$ cat src/hw/rtl/amu_pkg.sv
`timescale 1ns / 1ps
`default_nettype none
// ----------------------------------------------------------------------------
// amu_pkg
// Shared types and constants of the atomic memory unit: memory geometry,
// atomic operation codes, exception codes and controller states.
// ----------------------------------------------------------------------------
package amu_pkg;

    // Memory geometry
    localparam int unsigned MEM_WORDS = 16384;
    localparam int unsigned IDX_W     = $clog2(MEM_WORDS);
    localparam logic [32:0] MEM_BYTES = 33'(MEM_WORDS) * 33'd4;

    // Atomic operation codes (funct5)
    typedef enum logic [4:0] {
        OP_ADD  = 5'h00,
        OP_SWAP = 5'h01,
        OP_LR   = 5'h02,
        OP_SC   = 5'h03,
        OP_XOR  = 5'h04,
        OP_OR   = 5'h08,
        OP_AND  = 5'h0c,
        OP_MIN  = 5'h10,
        OP_MAX  = 5'h14,
        OP_MINU = 5'h18,
        OP_MAXU = 5'h1c
    } amo_op_t;

    // Command kinds
    localparam logic CMD_ATOMIC = 1'b0;
    localparam logic CMD_STORE  = 1'b1;

    // Exception codes
    localparam logic [2:0] EXC_NONE           = 3'd0;
    localparam logic [2:0] EXC_LOAD_MISALIGNED = 3'd1;
    localparam logic [2:0] EXC_LOAD_FAULT     = 3'd2;
    localparam logic [2:0] EXC_AMO_MISALIGNED = 3'd3;
    localparam logic [2:0] EXC_AMO_FAULT      = 3'd4;

    // Controller states
    typedef enum logic [1:0] {
        ST_IDLE,
        ST_EXEC,
        ST_STORE2
    } amu_state_t;

    // One write request to the data memory
    typedef struct packed {
        logic             wr;
        logic [3:0]       be;
        logic [IDX_W-1:0] idx;
        logic [31:0]      data;
    } mem_req_t;

endpackage

`default_nettype wire

$ cat src/hw/rtl/amu_alu.sv
`timescale 1ns / 1ps
`default_nettype none
// ----------------------------------------------------------------------------
// amu_alu
// Combines the old memory word with the operand for the read-modify-write
// atomics (add, swap, logic ops, signed and unsigned min/max).
// ----------------------------------------------------------------------------
module amu_alu
    import amu_pkg::*;
(
    input  wire logic [4:0]  funct5,
    input  wire logic [31:0] old_word,
    input  wire logic [31:0] operand,
    output logic      [31:0] new_word
);

    logic slt;
    logic ult;

    assign slt = $signed(old_word) < $signed(operand);
    assign ult = old_word < operand;

    always_comb begin
        case (amo_op_t'(funct5))
            OP_ADD:  new_word = old_word + operand;
            OP_SWAP: new_word = operand;
            OP_XOR:  new_word = old_word ^ operand;
            OP_OR:   new_word = old_word | operand;
            OP_AND:  new_word = old_word & operand;
            OP_MIN:  new_word = slt ? old_word : operand;
            OP_MAX:  new_word = slt ? operand : old_word;
            OP_MINU: new_word = ult ? old_word : operand;
            OP_MAXU: new_word = ult ? operand : old_word;
            default: new_word = old_word;
        endcase
    end

endmodule

`default_nettype wire

$ cat config.mk
export PLATFORM = sky130hd
export DESIGN_NAME = amu_alu
export DESIGN_NICKNAME = d
export VERILOG_FILES = /design/src/hw/rtl/amu_pkg.sv /design/src/hw/rtl/amu_alu.sv
export SDC_FILE = /design/constraint.sdc
export NUM_CORES = 1
export LEC_CHECK = 0
export ABC_AREA = 1
export BUFFER_PORTS_ARGS = -buffer_cell sky130_fd_sc_hd__buf_2
export CORE_ASPECT_RATIO = 1.2
export CORE_MARGIN = 10
export CORE_UTILIZATION = 28
export DETAILED_ROUTE_END_ITERATION = 10
export GPL_TIMING_DRIVEN = 0
export SLEW_MARGIN = 40
export SYNTH_ARGS = -nofsm -noshare
export SYNTH_HDL_FRONTEND = slang
export SYNTH_SLANG_ARGS = --single-unit
$ cat constraint.sdc
create_clock -name vclk -period 5.3
set_input_delay 1.59 -clock vclk [all_inputs]
set_output_delay 1.59 -clock vclk [all_outputs]
set_load 0.01 [all_outputs]
---- Word-level counts from Yosys, hierarchy flattened ----
Index checks and enable logic that the tools add are counted.
word-level totals
  register bits after elaboration ......... 0
  output and inout port bits .............. 32
cells by class
  $lt $le $gt $ge ......................... 2
  reductions and logical operators ........ 1
  equal/unequal tests ..................... 8
  bitwise logic cells ..................... 3
  multiplexer cells ....................... 5
  add/subtract/negate cells ............... 1
operator list
  cell                  count
  $pmux W32 S9          1
  $mux W32              4
  $lt A32 B32 Y1        2
  $add A32 B32 Y32      1
  $and A32 B32 Y32      1
  $or A32 B32 Y32       1
  $xor A32 B32 Y32      1
  $eq A5 B5 Y1 const B  4
  $eq A5 B4 Y1 const B  2
  $eq A5 B1 Y1 const B  1
  $eq A5 B3 Y1 const B  1
  $logic_not A5 Y1      1

---- Depth between registers and ports, before layout ----
Gate-level depths: netlist of run 1.
  depth after elaboration ................. 3
  depth in mapped cells ................... 21
  gate-level depth less buffers ........... 20

---- Least setup slack after synthesis of run 1 ----
No wires, ideal clock.
  path kind ............................... input-to-output
  start ................................... in operand[30]
  end ..................................... out new_word[0]
  arrival ................................. 3.682 ns
  path buffers ............................ 2
  stages on the path ...................... 14
  path slack .............................. 0.028 ns
  cells stage by stage .................... inv_1 -> ha_1 -> nor2_1 -> nand3_1 -> nor2_1 -> and3_1 -> nand2_2 -> nand2_2 -> buf_2 -> buf_2 -> o21ai_0 -> o21ai_0 -> nor2_1 -> nor2_1
on the way
  word-level cells in the longest chain between the ends .. 3
  elaborated cells on any way between the ends .. 7
  classes of those cells .................. order compare: 2; mux: 5
ends and longest elaborated chain
  what                               RTL line                      RTL
  start: declaration                 amu_alu.sv:13                 input wire logic [31:0] operand,
  $lt A32 B32 Y1 (on tied branches)  amu_alu.sv:21, amu_alu.sv:20
  $mux W32 (on tied branches)        --
  $pmux W32 S9 (*)                   amu_alu.sv:24                 case (amo_op_t'(funct5))
  end: declaration                   amu_alu.sv:14                 output logic [31:0] new_word
Every way passes the cells marked *; elsewhere a longest branch is shown, timed or not.

---- Final worst setup path of run 1 ----
  start ................................... in old_word[23]
  end ..................................... out new_word[16]
on the way
  word-level cells in the longest chain between the ends .. 3
  elaborated cells on any way between the ends .. 7
  classes of those cells .................. order compare: 2; mux: 5
ends and longest elaborated chain
  what                               RTL line                      RTL
  start: declaration                 amu_alu.sv:12                 input wire logic [31:0] old_word,
  $lt A32 B32 Y1 (on tied branches)  amu_alu.sv:21, amu_alu.sv:20
  $mux W32 (on tied branches)        --
  $pmux W32 S9 (*)                   amu_alu.sv:24
Marks and branches as above.

==> results of run 1 <==
-- routing by layer --
layer / vias up / wire (um) / GRT usage
met1: 4648 / 13500 / 0.250
li1: 4737 / - / -
met4: 0 / 2810 / 0.144
met2: 605 / 17800 / 0.402
met5: - / 0 / 0
met3: 187 / 3090 / 0.0285
-- cell type report --
cell class / count / area, sq um
tap: 315 / 394
buffer: 49 / 462
fill: 2485 / 13300
multi-input combinational: 1121 / 6810
timing repair buffer: 186 / 1520
inverter: 142 / 646
-- how the worst min path moves through the flow --
stage | start | end | slack, ns | cells after the start
floorplan | old_word[10] | new_word[10] | 3.30 | 2
global placement | old_word[10] | new_word[10] | 3.52 | 4
detailed placement | operand[28] | new_word[28] | 3.53 | 4
CTS | operand[27] | new_word[27] | 3.51 | 4
global route | operand[27] | new_word[27] | 3.55 | 4
finish | operand[27] | new_word[27] | 3.51 | 4
-- cells by family (layout without fill, tap and decap cells) --
| family | count (synthesis) | after routing | share of synthesized area |
|---|---|---|---|
| AND/OR/NAND/NOR | 812 | 815 | 0.513 |
| adder cells (fa/ha/maj) | 97 | 97 | 0.186 |
| buffers and inverters | 201 | 377 | 0.119 |
| AO/OA/AOI/OAI | 209 | 209 | 0.183 |
-- where the power goes --
part	internal, uW	leakage [uW]	switching (uW)
Clock	0	0	0
Sequential	0	0	0
Combinational	469	0.00467	695
Total	469	0.00467	695
-- cell usage in the layout, fill, tap and decap left out, drive strengths merged --
master   instances
nand2          392
nor2           208
buf            196
nand3          175
inv            142
ha              96
a21oi           77
o21ai           75
clkbuf          38
o22ai           20
nand4           16
a221oi          15
nor3            15
o21a             5
a211oi           5
o221ai           4
nor4             4
a21o             3
nand3b           2
o2111ai          2
a21boi           2
and3             1
and2             1
o211ai           1
nor3b            1
fa               1
bufbuf           1
-- through the flow --
step / instance area, sq um / utilization / std cells
global placement: 7470 / 0.323 / 1735
detailed placement: 7520 / 0.325 / 1739
global route: 9830 / 0.425 / 1813
finish: 9830 / 0.425 / 1813
floorplan: 6570 / - / 1319
CTS: 9250 / 0.400 / 1787
-- cell usage after synthesis --
cell type | number | share of area
nand3_1 | 175 | 0.13
buf_1 | 2 | 0.0011
nor3_1 | 15 | 0.011
nand2_1 | 383 | 0.22
a21oi_1 | 76 | 0.058
clkinv_1 | 1 | 0.00057
a221oi_1 | 15 | 0.020
o21a_1 | 5 | 0.0057
a211oi_1 | 5 | 0.0057
fa_1 | 1 | 0.0030
ha_1 | 96 | 0.18
nor2_1 | 208 | 0.12
o21ai_1 | 2 | 0.0015
nand4_1 | 16 | 0.015
nor3b_1 | 1 | 0.0011
nor4_1 | 4 | 0.0038
clkbuf_1 | 37 | 0.021
o21ai_0 | 73 | 0.056
inv_1 | 139 | 0.079
nand2_2 | 6 | 0.0057
and2_1 | 1 | 0.00095
a21oi_4 | 1 | 0.0025
and3_1 | 1 | 0.00095
a21boi_0 | 2 | 0.0023
o22ai_1 | 20 | 0.019
o2111ai_1 | 2 | 0.0027
nand3b_1 | 2 | 0.0023
a21o_1 | 3 | 0.0034
inv_2 | 2 | 0.0011
o221ai_1 | 4 | 0.0053
buf_2 | 20 | 0.015
o211ai_1 | 1 | 0.0011
-- what timing repair did --
action | CTS | global route
resized for setup | 341 | 119
pin swaps | 51 | 59
setup endpoints to repair | 32 | 32
gates cloned | 5 | 5
setup buffers | 49 | 27
hold buffers | 0 | 0
-- critical path: stages --
cell	delay [ns]
buf_12	0.10
inv_8	0.04
ha_4	0.30
inv_2	0.05
a21o_1	0.18
a21oi_2	0.16
nand2_2	0.10
a21oi_4	0.20
buf_4	0.16
nand3_4	0.18
nand2_4	0.22
clkbuf_16	0.19
nand2_1	0.05
nand3_1	0.10
nand2_1	0.09
nor2_2	0.18
nor2_1	0.05
buf_2	0.14
==> impl_metrics.py, run 1 <==
metrics = {
    "floorplanning": {
        "rows": 61,
        "initial_core_util": 0.284,
        "design.core.area_sq_um": 23100,
        "dieWidth_um": 160,
        "die_y_um": 188,
        "pin_count": 101,
        "dieArea_sq_um": 30000,
    },
    "global_route": {
        "track_usage": 0.226,
        "antenna_found_initial": 0,
        "grt_pass1_vias": 9752,
        "grt_first_pass_wirelength_um": 54900,
        "grt_overflow": 0,
        "grt_start_max_net_pins": 11,
    },
    "logic_synthesis": {
        "synthesis.nets": 1485,
        "ys_warn_count": 0,
        "syn_avg_cell_area_sq_um": 4.98,
        "synth_cell_types": 32,
        "syn_area_sq_um": 6570,
        "synth.yosys.seq_area_share": 0,
        "synthCells": 1319,
    },
    "setup_path": {
        "crit_path_max_fanout": 7,
        "cp-endpoint": "new_word[16]",
        "cp.required_ns": 3.71,
        "cp-end-kind": "primary output",
        "arrival_ns": 4.09,
        "critPathLaunchType": "input port",
        "criticalPathCategory": "input port to primary output",
        "startpoint": "old_word[23]",
    },
    "timing": {
        "fmax_mhz": 176,
        "layout_setup_ws_ns": -0.378,
        "timing.final.crit_period_ns": 5.68,
        "slew_headroom": 0.350,
        "hold_ws_ns": 3.51,
        "drv_slew": 0,
        "period_share": 1.07,
        "fin_tns_setup_ns": -7.44,
        "tightest_slew_ns": 0.976,
        "setup_violations": 32,
        "hold_viol_final": 0,
        "rsz0062_at_grt": "true",
    },
    "run_status": {
        "violations": "negative setup slack",
        "status": "finished with violations",
    },
    "placed_design": {
        "port-buffer-count": 101,
        "dp_worst_setup_slack_ns": -1.17,
        "gp_congestion": 1.03,
        "dp_hpwl_um": 27300,
    },
    "cells_and_area": {
        "nets": 1666,
        "syn2layout_area_growth_pct": 49.6,
        "layout.area.seq_sq_um": 0,
        "drive_above_1_share": 0.292,
        "nFlopsAndLatches": 0,
        "clkbuf_count": 0,
        "diodes": 0,
    },
    "worst_hold_path": {
        "hp-class": "input port to primary output",
    },
    "pwr": {
        "power_density_nw_per_um2": 118,
        "leakage_uw": 0.00467,
        "ir_worst_vdd_mv": 0.0511,
        "power_uw": 1160,
    },
    "drt": {
        "drt-wirelength-per-cell_um": 20.5,
        "drtPass1Iterations": 8,
        "routed_wl_um": 37200,
        "drcViolationCount": 0,
        "vias": 10200,
        "drt-initial-drc-count": 1079,
        "vias_per_cell": 5.61,
        "drtAntennaViolNets": 0,
    },
    "job": {
        "cap_violations": 0,
    },
}
No activity file was read; power rests on OpenSTA's default activity.
==> inputs of run 2 (changes only) <==
- CELL_PAD_IN_SITES_DETAIL_PLACEMENT: not set -> 1
- CELL_PAD_IN_SITES_GLOBAL_PLACEMENT: not set -> 1
- PLACE_DENSITY_LB_ADDON: not set -> 0.1
==> run 2 against run 1 <==
  * The flow still finishes with violations (negative setup slack)
  * Global-route usage grew 3.5 points
  * Worst hold slack lost 0.025 ns
  * Non-clock buffer count rose by 26
==> impl_metrics.py, run 2 (synthesis gave the netlist of run 1 again) <==
metrics = {
    "cells_and_area": {
        "drive_above_1_share": 0.383,
        "clkbuf_count": 0,
        "syn2layout_area_growth_pct": 62.7,
        "nets": 1692,
        "final_cells": 1839,
        "multi_input_area_sq_um": 7290,
        "layout_common_cells": "nand2_1 (294), nor2_1 (171), nand3_1 (132), buf_4 (101), ha_1 (64)",
        "diodes": 0,
        "nFlopsAndLatches": 0,
        "nFillCells": 3138,
        "layout.area.seq_sq_um": 0,
        "mostFrequentLayoutCell": "nand2_1",
    },
    "drt": {
        "drtAntennaViolNets": 0,
        "vias_per_cell": 5.59,
        "drt-wirelength-per-cell_um": 23.4,
        "drt-initial-drc-count": 669,
        "drcViolationCount": 0,
        "routed_wl_um": 43100,
        "drtPass1Iterations": 5,
        "vias": 10300,
    },
    "placed_design": {
        "port-buffer-count": 101,
        "dp_hpwl_um": 30300,
        "gp_congestion": 0.946,
        "placedCellCount": 1738,
    },
    "setup_path": {
        "cp-end-kind": "primary output",
        "crit_path_max_fanout": 6,
        "cp.required_ns": 3.71,
        "crit_top_cell": "nand2_2",
        "criticalPathCategory": "input port to primary output",
        "path_buf_inv": 6,
        "max_stage_delay_ns": 0.29,
        "critPathLaunchType": "input port",
        "arrival_ns": 3.98,
        "cp_top_family": "simple AND/OR/NAND/NOR gates",
        "cp_slowest_cell": "ha_4",
        "crit_chain": "buf_4, clkinv_4, ha_4, inv_2, a21oi_2, nand2_2, nand2_2, nand2_2, nand2_2, nand2_4, nand2_8, buf_12, nand3_4, nand2_8, buf_12, nand2_2, nand3_2, nand2_1, nor2_2, nor2_1, buf_2",
        "startpoint": "operand[3]",
    },
    "floorplanning": {
        "dieArea_sq_um": 30000,
        "die_y_um": 188,
        "initial_core_util": 0.284,
        "pin_count": 101,
        "dieWidth_um": 160,
        "design.core.area_sq_um": 23100,
        "rows": 61,
    },
    "run_status": {
        "status": "finished with violations",
        "violations": "negative setup slack",
    },
    "global_route": {
        "grt_first_pass_wirelength_um": 62000,
        "grt_overflow": 0,
        "grt_pass1_vias": 10300,
        "antenna_found_initial": 0,
        "grt_start_max_net_pins": 11,
        "track_usage": 0.262,
    },
    "timing": {
        "rsz0062_at_grt": "true",
        "setup_violations": 32,
        "timing.final.crit_period_ns": 5.57,
        "drv_slew": 0,
        "slew_headroom": 0.443,
        "period_share": 1.05,
        "layout_setup_ws_ns": -0.265,
        "tightest_slew_ns": 0.835,
        "fmax_mhz": 180,
        "hold_viol_final": 0,
    },
    "cts": {
        "cts_hold_buf": 0,
    },
    "worst_hold_path": {
        "hp-class": "input port to primary output",
        "hp-start": "old_word[10]",
    },
    "pwr": {
        "ir_worst_vdd_mv": 0.0447,
        "leakage_uw": 0.00497,
        "power_uw": 1310,
        "power_density_nw_per_um2": 123,
    },
    "job": {
        "cap_violations": 0,
    },
}
==> run 2: changes by cell type in the layout (fill, tap and decap cells not counted), sizes merged <==
cell      delta
bufbuf       -1
clkinvlp     +3
buf         +27
inv          -9
clkinv       +6
==> run 2: worst paths after layout <==
kind / end / slack (ns) / cells past startpoint
setup / recovery: new_word[23] / -0.27 / 21
hold / removal: new_word[10] / 3.49 / 4
==> run 2: routing by layer <==
metal | GRT usage | vias up | wire (um) | part of all wire
li1 | - | 4764 | - | -
met1 | 0.300 | 4974 | 17100 | 0.40
met2 | 0.451 | 391 | 20200 | 0.47
met3 | 0.0296 | 150 | 2380 | 0.055
met4 | 0.170 | 0 | 3380 | 0.078
met5 | 0 | - | 0 | 0
==> run 2: stage by stage <==
step           worst slack, ns  TNS (ns)  area (sq um)  utilization  hold slack, ns
6_report                -0.265     -5.91         10700        0.462            3.49
2_1_floorplan           0.0284         0          6570            -            3.30
5_1_grt                 -0.347     -8.92         10700        0.462            3.52
4_1_cts                 -0.203     -5.35          9580        0.414            3.52
3_5_place_dp             -1.21    -34.86          7510        0.325            3.53
3_3_place_gp             -1.18    -33.71          7470        0.323            3.52
==> run 2: what timing repair did <==
item | 4_1_cts | 5_1_grt
gates resized for setup | 425 | 260
setup buffers | 66 | 38
gates cloned | 4 | 6
pin swaps | 94 | 133
endpoints found under the setup margin | 32 | 32
==> run 2: power breakdown <==
part	switching, uW	internal [uW]
Clock	0	0
Sequential	0	0
Combinational	785	530
==> run 2: cell type report <==
| cell class | count | area share |
|---|---|---|
| plain buffers | 48 | 0.0449 |
| inverters | 142 | 0.0668 |
| multi-input cells | 1121 | 0.682 |
| well taps | 315 | 0.0369 |
| repair buffers | 213 | 0.169 |
==> inputs of run 3 (changes only) <==
- clock period: 5.3 -> 5.9 ns (I/O delays scaled with it)
==> run 3 against run 2 <==
  * The run still ends with negative setup slack left
  * Design area shrank 6.5%
  * Count of clock-buffer cells in the layout is the same
  * First-iteration DRC count shrank 8.1%
  * Wire length shrank 3.0%
  * Critical path depth is the same
  * Die area is the same
  * Global-route usage shrank 0.51 points
  * Worst setup slack gained 0.23 ns
  * Largest cell class unchanged
  * Worst hold slack gained 0.39 ns
==> impl_metrics.py, run 3 (synthesis gave the netlist of run 1 again) <==
metrics = {
    "global_route": {
        "gr-usage-met1": 0.302,
        "grt_start_max_net_pins": 11,
        "grt_overflow": 0,
        "grt_pass1_vias": 10100,
        "track_usage": 0.257,
        "antenna_found_initial": 0,
        "use_met3": 0.0213,
        "grt-busiest-layer": "met2",
        "grt_util_met2": 0.444,
        "grt_first_pass_wirelength_um": 60900,
    },
    "setup_path": {
        "cp-end-kind": "primary output",
        "arrival_ns": 4.17,
        "critPathLaunchType": "input port",
        "crit_path_max_fanout": 8,
        "criticalPathCategory": "input port to primary output",
        "cp.required_ns": 4.13,
    },
    "timing": {
        "timing.final.crit_period_ns": 5.94,
        "slew_headroom": 0.433,
        "period_share": 1.01,
        "rsz0062_at_grt": "true",
        "layout_setup_ws_ns": -0.0382,
        "drv_slew": 0,
        "fin_tns_setup_ns": -0.108,
        "tightest_slew_ns": 0.849,
        "hold_viol_final": 0,
        "setup_violations": 5,
        "hold_ws_ns": 3.87,
        "fmax_mhz": 168,
    },
    "placed_design": {
        "gp_congestion": 0.946,
        "post_dp_cell_area_sq_um": 7510,
        "port-buffer-count": 101,
        "placedCellCount": 1738,
        "dp_hpwl_um": 30300,
    },
    "cells_and_area": {
        "mostFrequentLayoutCell": "nand2_1",
        "syn2layout_area_growth_pct": 52.2,
        "final_cells": 1821,
        "layout_common_cells": "nand2_1 (333), nor2_1 (176), nand3_1 (153), buf_4 (98), inv_1 (72)",
        "nFillCells": 3144,
        "nets": 1674,
        "clkbuf_count": 0,
        "layout.area.seq_sq_um": 0,
        "nFlopsAndLatches": 0,
        "diodes": 0,
        "finalInstanceArea_sq_um": 9990,
        "drive_above_1_share": 0.324,
    },
    "floorplanning": {
        "dieArea_sq_um": 30000,
        "design.core.area_sq_um": 23100,
        "initial_core_util": 0.284,
        "pin_count": 101,
        "rows": 61,
        "dieWidth_um": 160,
        "die_y_um": 188,
    },
    "drt": {
        "drcViolationCount": 0,
        "vias_per_cell": 5.54,
        "drtPass1Iterations": 5,
        "vias": 10100,
        "drtAntennaViolNets": 0,
        "routed_wl_um": 41800,
        "drt-wirelength-per-cell_um": 22.9,
        "drt-initial-drc-count": 615,
    },
    "worst_hold_path": {
        "hp-class": "input port to primary output",
    },
    "job": {
        "cap_violations": 0,
    },
    "pwr": {
        "leakage_uw": 0.00469,
        "power_uw": 1090,
        "ir_worst_vdd_mv": 0.0384,
        "power_density_nw_per_um2": 109,
    },
    "run_status": {
        "violations": "negative setup slack",
        "status": "finished with violations",
    },
}
run 3: cell count changes in the layout (fill, tap and decap cells not counted), sizes merged:
cell and change:
buf -14, clkinv -5, clkbuf -4, inv +3, clkinvlp +2
run 3: critical path, cell delays in order:
cell	delay, ns
clkbuf_4	0.16
inv_4	0.09
ha_4	0.21
o21ai_2	0.14
nand2_1	0.09
nand2_2	0.10
nand2_2	0.07
nand2_2	0.09
nand2_2	0.07
nand2_4	0.10
nand2_8	0.08
buf_12	0.14
nand3_4	0.12
nand2_8	0.15
buf_12	0.19
nand2_1	0.05
nand3_1	0.08
nand2_1	0.09
nor2_2	0.05
nor2_2	0.16
buf_2	0.17
run 3: final timing paths:
check	slack, ns	cells after the start	start	to
setup / recovery	-0.04	21	operand[1]	new_word[15]
hold / removal	3.87	4	old_word[27]	new_word[27]
run 3: what timing repair did:
item | in CTS | in global routing
resized for setup | 292 | 236
setup buffers | 49 | 38
endpoints found under the setup margin | 32 | 32
hold buffers | 0 | 0
pin swaps | 51 | 91
cloned | 4 | 6
run 3: per-stage QoR:
step	utilization	worst slack, ns
after floorplan	-	0.268
after global placement	0.323	-0.945
after detailed placement	0.325	-0.968
after CTS	0.390	0.000117
after global routing	0.432	-0.168
final	0.432	-0.0382
run 3: cell type report:
class	instances	area, sq um	share of cell area
Multi-Input combinational cell	1121	6940	0.694
Timing Repair Buffer	196	1560	0.156
Inverter	142	667	0.0667
Buffer	47	434	0.0434
Tap cell	315	394	0.0394
run 3: metal layers:
layer	share of wire	up-vias	wire length [um]
met2	0.47	399	19600
met5	0	-	0
met4	0.072	0	3010
met3	0.055	147	2310
li1	-	4743	-
met1	0.40	4798	16800
run 3: power breakdown:
| group | leakage [uW] | switching, uW | total [uW] | internal, uW |
|---|---|---|---|---|
| clock | 0 | 0 | 0 | 0 |
| combinational | 0.00469 | 660 | 1090 | 431 |
| sequential | 0 | 0 | 0 | 0 |
